<file path="src/hdl/bfba_pkg.sv">
// ----------------------------------------------------------------------------
// bfba_pkg
// Shared types and constants of the best-fit block allocator: payload
// structs, the search token that travels down the cell chain, and the
// control group broadcast to every cell.
// ----------------------------------------------------------------------------
package bfba_pkg;

   // table geometry
   localparam int BLOCKS    = 32;
   localparam int SIZE_BITS = 16;
   localparam int IDX_BITS  = $clog2(BLOCKS);
   localparam int CNT_BITS  = 6;
   // width wide enough to compare a cell index against the block count
   localparam int CMP_BITS  = (IDX_BITS + 1 > CNT_BITS) ? IDX_BITS + 1 : CNT_BITS;

   // request modes
   localparam logic MODE_LOAD  = 1'b0;
   localparam logic MODE_ALLOC = 1'b1;

   typedef struct packed {
      logic        mode;
      logic [4:0]  block_index;
      logic [15:0] size;
   } req_type;

   typedef struct packed {
      logic        granted;
      logic [4:0]  block_number;
      logic [15:0] leftover;
   } rsp_type;

   // best candidate so far, handed from cell to cell
   typedef struct packed {
      logic                 valid;
      logic                 found;
      logic [IDX_BITS-1:0]  best_idx;
      logic [SIZE_BITS-1:0] best_left;
   } token_type;

   // broadcast control for all cells
   typedef struct packed {
      logic                 load_en;
      logic                 claim_en;
      logic [IDX_BITS-1:0]  target_idx;
      logic [SIZE_BITS-1:0] load_size;
      logic [SIZE_BITS-1:0] req_size;
      logic [CNT_BITS-1:0]  block_count;
   } cell_ctl_type;

endpackage

</file>
<file path="src/hdl/best_fit_block_allocator_top.sv">
// ----------------------------------------------------------------------------
// best_fit_block_allocator_top
// Best-fit allocator over a chain of table cells. A request launches a
// search token that moves one cell per cycle; the last cell's token picks
// and claims the winning block.
// ----------------------------------------------------------------------------
// Load item: no result; busy stays low.
// Request: the result strobe follows the start transfer through the launch
//   register, the 32-cell chain (one cell per cycle) and the result register.
// A new request is taken only once the previous search has ended; one load per cycle while idle.
// Reset (synchronous, active high) clears used marks, block count and busy;
//   block sizes are undefined until loaded. The receiver cannot stall.
module best_fit_block_allocator_top (
   input  logic                 clock,
   input  logic                 reset,
   input  logic                 start,
   output logic                 busy,
   input  bfba_pkg::req_type    req_data,
   output logic                 rsp_valid,
   output bfba_pkg::rsp_type    rsp_data,
   input  logic                 csr_valid,
   output logic                 csr_ready,
   input  logic [5:0]           csr_data
);
   import bfba_pkg::*;

   logic                   busy_ff;
   logic                   busy_in;
   logic                   launch_ff;
   logic                   launch_in;
   logic [SIZE_BITS-1:0]   req_size_ff;
   logic [SIZE_BITS-1:0]   req_size_in;
   logic [CNT_BITS-1:0]    block_count_ff;
   logic [CNT_BITS-1:0]    block_count_in;
   logic                   rsp_valid_ff;
   logic                   rsp_valid_in;
   rsp_type                rsp_data_ff;
   rsp_type                rsp_data_in;

   logic                   accept;
   cell_ctl_type           ctl;
   token_type              chain [0:BLOCKS];
   token_type              last_tok;
   logic [BLOCKS-1:0]      chain_valid;

   assign accept = start && !busy_ff;

   // configuration transfer, taken while no search is running
   assign csr_ready      = !busy_ff;
   assign block_count_in = (csr_valid && csr_ready) ? csr_data : block_count_ff;

   // request sequencing
   assign last_tok     = chain[BLOCKS];
   assign launch_in    = accept && (req_data.mode == MODE_ALLOC);
   assign req_size_in  = launch_in ? req_data.size : req_size_ff;
   assign busy_in      = launch_in ? 1'b1 : (last_tok.valid ? 1'b0 : busy_ff);
   assign rsp_valid_in = last_tok.valid;

   always_comb begin
      rsp_data_in = '0;
      if (last_tok.found) begin
         rsp_data_in.granted      = 1'b1;
         rsp_data_in.block_number = 5'(last_tok.best_idx);
         rsp_data_in.leftover     = 16'(last_tok.best_left);
      end
   end

   // broadcast control: loads only when idle, claims only at end of a search
   always_comb begin
      ctl             = '0;
      ctl.load_en     = accept && (req_data.mode == MODE_LOAD);
      ctl.claim_en    = last_tok.valid && last_tok.found;
      ctl.target_idx  = busy_ff ? last_tok.best_idx : IDX_BITS'(req_data.block_index);
      ctl.load_size   = SIZE_BITS'(req_data.size);
      ctl.req_size    = req_size_ff;
      ctl.block_count = block_count_ff;
   end

   always_ff @(posedge clock) begin
      req_size_ff <= req_size_in;
      rsp_data_ff <= rsp_data_in;
      if (reset) begin
         busy_ff        <= 1'b0;
         launch_ff      <= 1'b0;
         block_count_ff <= '0;
         rsp_valid_ff   <= 1'b0;
      end else begin
         busy_ff        <= busy_in;
         launch_ff      <= launch_in;
         block_count_ff <= block_count_in;
         rsp_valid_ff   <= rsp_valid_in;
      end
   end

   // fresh token enters the first cell: valid set, nothing found yet
   assign chain[0] = {launch_ff, {($bits(token_type) - 1){1'b0}}};

   // cell chain
   for (genvar i = 0; i < BLOCKS; i++) begin : g_cell
      bfba_cell u_cell (
         .clock      (clock),
         .reset      (reset),
         .cell_index (IDX_BITS'(i)),
         .ctl        (ctl),
         .token_in   (chain[i]),
         .token_out  (chain[i+1])
      );
      assign chain_valid[i] = chain[i+1].valid;
   end

   assign busy      = busy_ff;
   assign rsp_valid = rsp_valid_ff;
   assign rsp_data  = rsp_data_ff;

`ifndef SYNTHESIS
   // only one search token is ever in the chain
   a_one_token: assert property (@(posedge clock) disable iff (reset)
      $onehot0({launch_ff, chain_valid}))
      else $error("more than one search token in the chain");

   // a launched token always belongs to a running search
   a_launch_busy: assert property (@(posedge clock) disable iff (reset)
      launch_ff |-> busy_ff)
      else $error("token launched while not busy");

   // a result ends the search that produced it
   a_rsp_ends: assert property (@(posedge clock) disable iff (reset)
      rsp_valid_ff |-> ($past(busy_ff) && !busy_ff))
      else $error("result strobe outside the end of a search");

   // a refused request carries zero index and leftover
   a_refused_zero: assert property (@(posedge clock) disable iff (reset)
      (rsp_valid_ff && !rsp_data_ff.granted) |->
         (rsp_data_ff.block_number == '0 && rsp_data_ff.leftover == '0))
      else $error("refused result with nonzero fields");
`endif

endmodule

</file>
<file path="src/hdl/bfba_cell.sv">
// ----------------------------------------------------------------------------
// bfba_cell
// One table entry: holds a block size and its used mark, and refines the
// passing search token with its own block before handing it on.
// ----------------------------------------------------------------------------
module bfba_cell (
   input  logic                             clock,
   input  logic                             reset,
   input  logic [bfba_pkg::IDX_BITS-1:0]    cell_index,
   input  bfba_pkg::cell_ctl_type           ctl,
   input  bfba_pkg::token_type              token_in,
   output bfba_pkg::token_type              token_out
);
   import bfba_pkg::*;

   logic [SIZE_BITS-1:0] size_ff;
   logic [SIZE_BITS-1:0] size_in;
   logic                 used_ff;
   logic                 used_in;
   token_type            token_ff;
   token_type            token_in_nxt;

   logic                 selected;
   logic                 active;
   logic                 fits;
   logic                 better;
   logic [SIZE_BITS-1:0] left;

   assign selected = (ctl.target_idx == cell_index);
   assign active   = (CMP_BITS'(cell_index) < CMP_BITS'(ctl.block_count));

   // size and mark updates: a load clears the mark, a claim sets it
   always_comb begin
      size_in = size_ff;
      used_in = used_ff;
      if (ctl.load_en && selected) begin
         size_in = ctl.load_size;
         used_in = 1'b0;
      end else if (ctl.claim_en && selected) begin
         used_in = 1'b1;
      end
   end

   // fit test against the token; strict compare keeps the lower index on ties
   assign left   = size_ff - ctl.req_size;
   assign fits   = active && !used_ff && (size_ff >= ctl.req_size);
   assign better = fits && (!token_in.found || (left < token_in.best_left));

   always_comb begin
      token_in_nxt = token_in;
      if (token_in.valid && better) begin
         token_in_nxt.found     = 1'b1;
         token_in_nxt.best_idx  = cell_index;
         token_in_nxt.best_left = left;
      end
   end

   always_ff @(posedge clock) begin
      size_ff <= size_in;
      if (reset) begin
         used_ff  <= 1'b0;
         token_ff <= '0;
      end else begin
         used_ff  <= used_in;
         token_ff <= token_in_nxt;
      end
   end

   assign token_out = token_ff;

endmodule
</file>
<file path="config.mk">
export PLATFORM = sky130hd
export DESIGN_NAME = best_fit_block_allocator_top
export DESIGN_NICKNAME = d
export VERILOG_FILES = /design/src/hdl/bfba_pkg.sv /design/src/hdl/best_fit_block_allocator_top.sv /design/src/hdl/bfba_cell.sv
export SDC_FILE = /design/constraint.sdc
export NUM_CORES = 2
export LEC_CHECK = 0
export BUFFER_PORTS_ARGS = -buffer_cell sky130_fd_sc_hd__buf_2
export CAP_MARGIN = 25
export CELL_PAD_IN_SITES_DETAIL_PLACEMENT = 0
export CELL_PAD_IN_SITES_GLOBAL_PLACEMENT = 1
export CORE_AREA = 5 5 400 402
export CTS_CLUSTER_SIZE = 28
export DETAILED_ROUTE_END_ITERATION = 7
export DIE_AREA = 0 0 405 407
export PLACE_DENSITY = 0.77
export REMOVE_ABC_BUFFERS = 1
export SLEW_MARGIN = 20
export SYNTH_ARGS = -nofsm -noshare
export SYNTH_HDL_FRONTEND = slang
export SYNTH_SLANG_ARGS = --single-unit
</file>
<file path="constraint.sdc">
create_clock -name clock -period 18.5 [get_ports clock]
set_input_delay 2.775 -clock clock [delete_from_list [all_inputs] [get_ports clock]]
set_output_delay 2.775 -clock clock [all_outputs]
set_load 0.02 [all_outputs]
</file>
==> results.md <==
* Resized cells post-CTS at 0
* Global placement routability congestion at 0.887
* Residual DRC at 0
* TritonCTS Sinks at 1296
* Min-Delay Path Class: reg2reg
* Skew-Pair Late Insertion Delay at 0.79 ns
* Synth Area per Inst at 9.60 µm²
* Footprint of the multi-input gates at 0.0428 mm²
* Vias at 59400
* RSZ-0062 raised after global routing: no
* Pre-antenna DRT Iters at 6
* # fillers at 13900
* Initial antenna violation count at 15
* Ys flop type: dfxtp_1
* Max Cap Viol at 0
* Min Tclk post-route at 5.96 ns
* Slew Viols, Final at 0
* GRT overflow at 0
* Die area at 0.165 mm²
* Util after Layout at 55.0%
* Fmax achieved at 168 MHz
* CP Capture Type: flip-flop
* PD cells at 78.7 mW/mm²
* Crit path kind: in2reg
* Clock Tree Root: clkbuf_16
* Worst Max-Slew Pin Slew at 1.04 ns
* Mapped Area at 0.0776 mm²
* Dpl hpwl at 161000 µm
* Synth warnings at 0
* Number of buffers added for setup after CTS at 0
* Initial cell density of the core at 49.8%
* Setup tns final at 0 ns
* Core Area at 0.156 mm²
* Die W at 405 µm
* Netlist cell types at 92
* Commonest cells after routing, fill and taps aside: 977 x ha_1, 962 x nor2_1, 768 x dfxtp_1
* Die height at 407 µm
* EDFF count, synth at 528
* Fin area at 0.0856 mm²
* First-pass GRT wire length at 343000 µm
* I/O pins at 57
* CP Data Required Time at 19.17 ns
* Clock transition at the registers of the reported paths at 0.06 ns
* H-Tree Depth at 4
* Final hold vios at 0
* Max FO, Critical Path at 140
* Max IR drop VDD at 0.104 mV
* Port-buffer cells at 56
* Clock Tree Buf Depth at 3
* Async S/R FF share, synth at 0%
* Largest net degree at the start of global routing at 141
* Detailed Route WL at 228000 µm
* Endpoints failing setup at 0
* Routed WL per cell at 21.9 µm
* Num rows at 145
* Worst path arrival time at 6.63 ns
* Cts hold-fix bufs at 0
* Type of origin of the critical path: input pin
* Run status: finished clean
* GRT Util Overall at 27.2%
* Cell count after synthesis at 8078
* CTS tree: yes
* Nets@finish at 9241
* Vias in the first global route at 57300
* Fin crit share at 32.2%
* Cell leakage power at 0.0349 µW
* Share of cells above drive strength 1 at 6.25%
* Storage cell area at 0.0312 mm²
* Synth Register Bits at 1296
* Clk_skew at 0.0295 ns
* Most common cell after layout, fill and taps aside: ha_1
* Clock buffer count from CTS at 149
* Antenna-violating nets left at 0
* Worst R2R Setup Slack at 12.70 ns
* Max_slew headroom at 29.6%
* Avg Vias per Cell at 5.72
* DRT iter0 DRCs at 4348
* Area after DPL at 0.0806 mm²
* Post-synthesis sequential area ratio at 40.3%
* Area growth, synth to finish at 10.3%
[Yosys cell counts, types with 103 or more instances]
cell	number	share of area [%]
ha_1	977	16
nor2_1	968	4.7
dfxtp_1	768	20
o21ai_0	292	1.9
nand4_1	113	0.91
nor3_1	162	1.0
mux2i_1	424	5.5
nor2b_1	157	1.3
a211oi_1	103	1.0
nand3_1	128	0.83
a21o_1	234	2.3
nand2_1	300	1.5
o21a_1	114	1.1
a21oi_1	547	3.5
edfxtp_1	528	20
inv_1	757	3.7
xnor2_1	264	3.0
clkbuf_1	123	0.60
xor2_1	105	1.2
[registers in the layout, summed over array words and instances, names as in the netlist]
signal                   flops
g_cell.u_cell.token_out    705
block_count_ff               6
launch_ff                    1
rsp_valid                    1
rsp_data                    22
g_cell.u_cell.size_ff      512
busy                         1
g_cell.u_cell.used_ff       32
req_size_ff                 16
[stage by stage]
| stage | setup WS (ns) | total power, µW | instances | hold WS [ns] |
|---|---|---|---|---|
| floorplan | 10.68 | 3560 | 7885 | 0.405 |
| global placement | 11.73 | 3810 | 10100 | 0.412 |
| detailed placement | 11.66 | 3820 | 10100 | 0.414 |
| CTS | 12.52 | 6790 | 10400 | 0.426 |
| global route | 12.21 | 7010 | 10400 | 0.438 |
| finish | 12.54 | 6730 | 10400 | 0.424 |
[routing by layer]
metal	global-route usage [%]	share of wire, %
met5	0	0.0057
met4	8.51	3.2
met3	3.47	5.0
met2	45.2	46
met1	37.0	46
[worst max-delay path, cell delays in order]
cell    delay (ns)
buf_8         0.45
buf_12        0.51
buf_4         0.70
buf_4         0.74
buf_4         0.79
nor2_1        0.17
and2_1        0.22
[logic make-up after synthesis]
logic type      share of synthesized area (%)
flops                                    40.3
fa+ha+maj                                16.6
buf+inv                                  4.74
compound gates                           15.2
xor+xnor                                 4.17
mux                                      5.47
simple gates                             13.6
[power by group]
group          leakage, µW  internal (µW)  switching, µW  total, µW
Sequential          0.0109           2980           8.25       2990
Combinational       0.0215            290            494        784
Clock              0.00245           1740           1220       2960
[final timing paths]
path,endpoint,depth (start not counted),start
worst max register to register,g_cell[8].u_cell.token_out[0],17,req_size_ff[1]
worst min-delay path,rsp_data[13],1,g_cell[31].u_cell.token_out[13]
worst min register to register,rsp_data[13],1,g_cell[31].u_cell.token_out[13]
worst max-delay path,g_cell[24].u_cell.token_out[17],7,reset
[layout make-up]
class / instances / share of cell area, %
multi-input combinational: 5832 / 50.0
inverter: 757 / 3.32
clock buffer: 209 / 5.14
clock inverter: 68 / 0.639
sequential: 1296 / 36.5
antenna: 6 / 0.0175
timing repair buffer: 164 / 1.39
tap: 2058 / 3.01
Power figures use the tool's default switching activity.
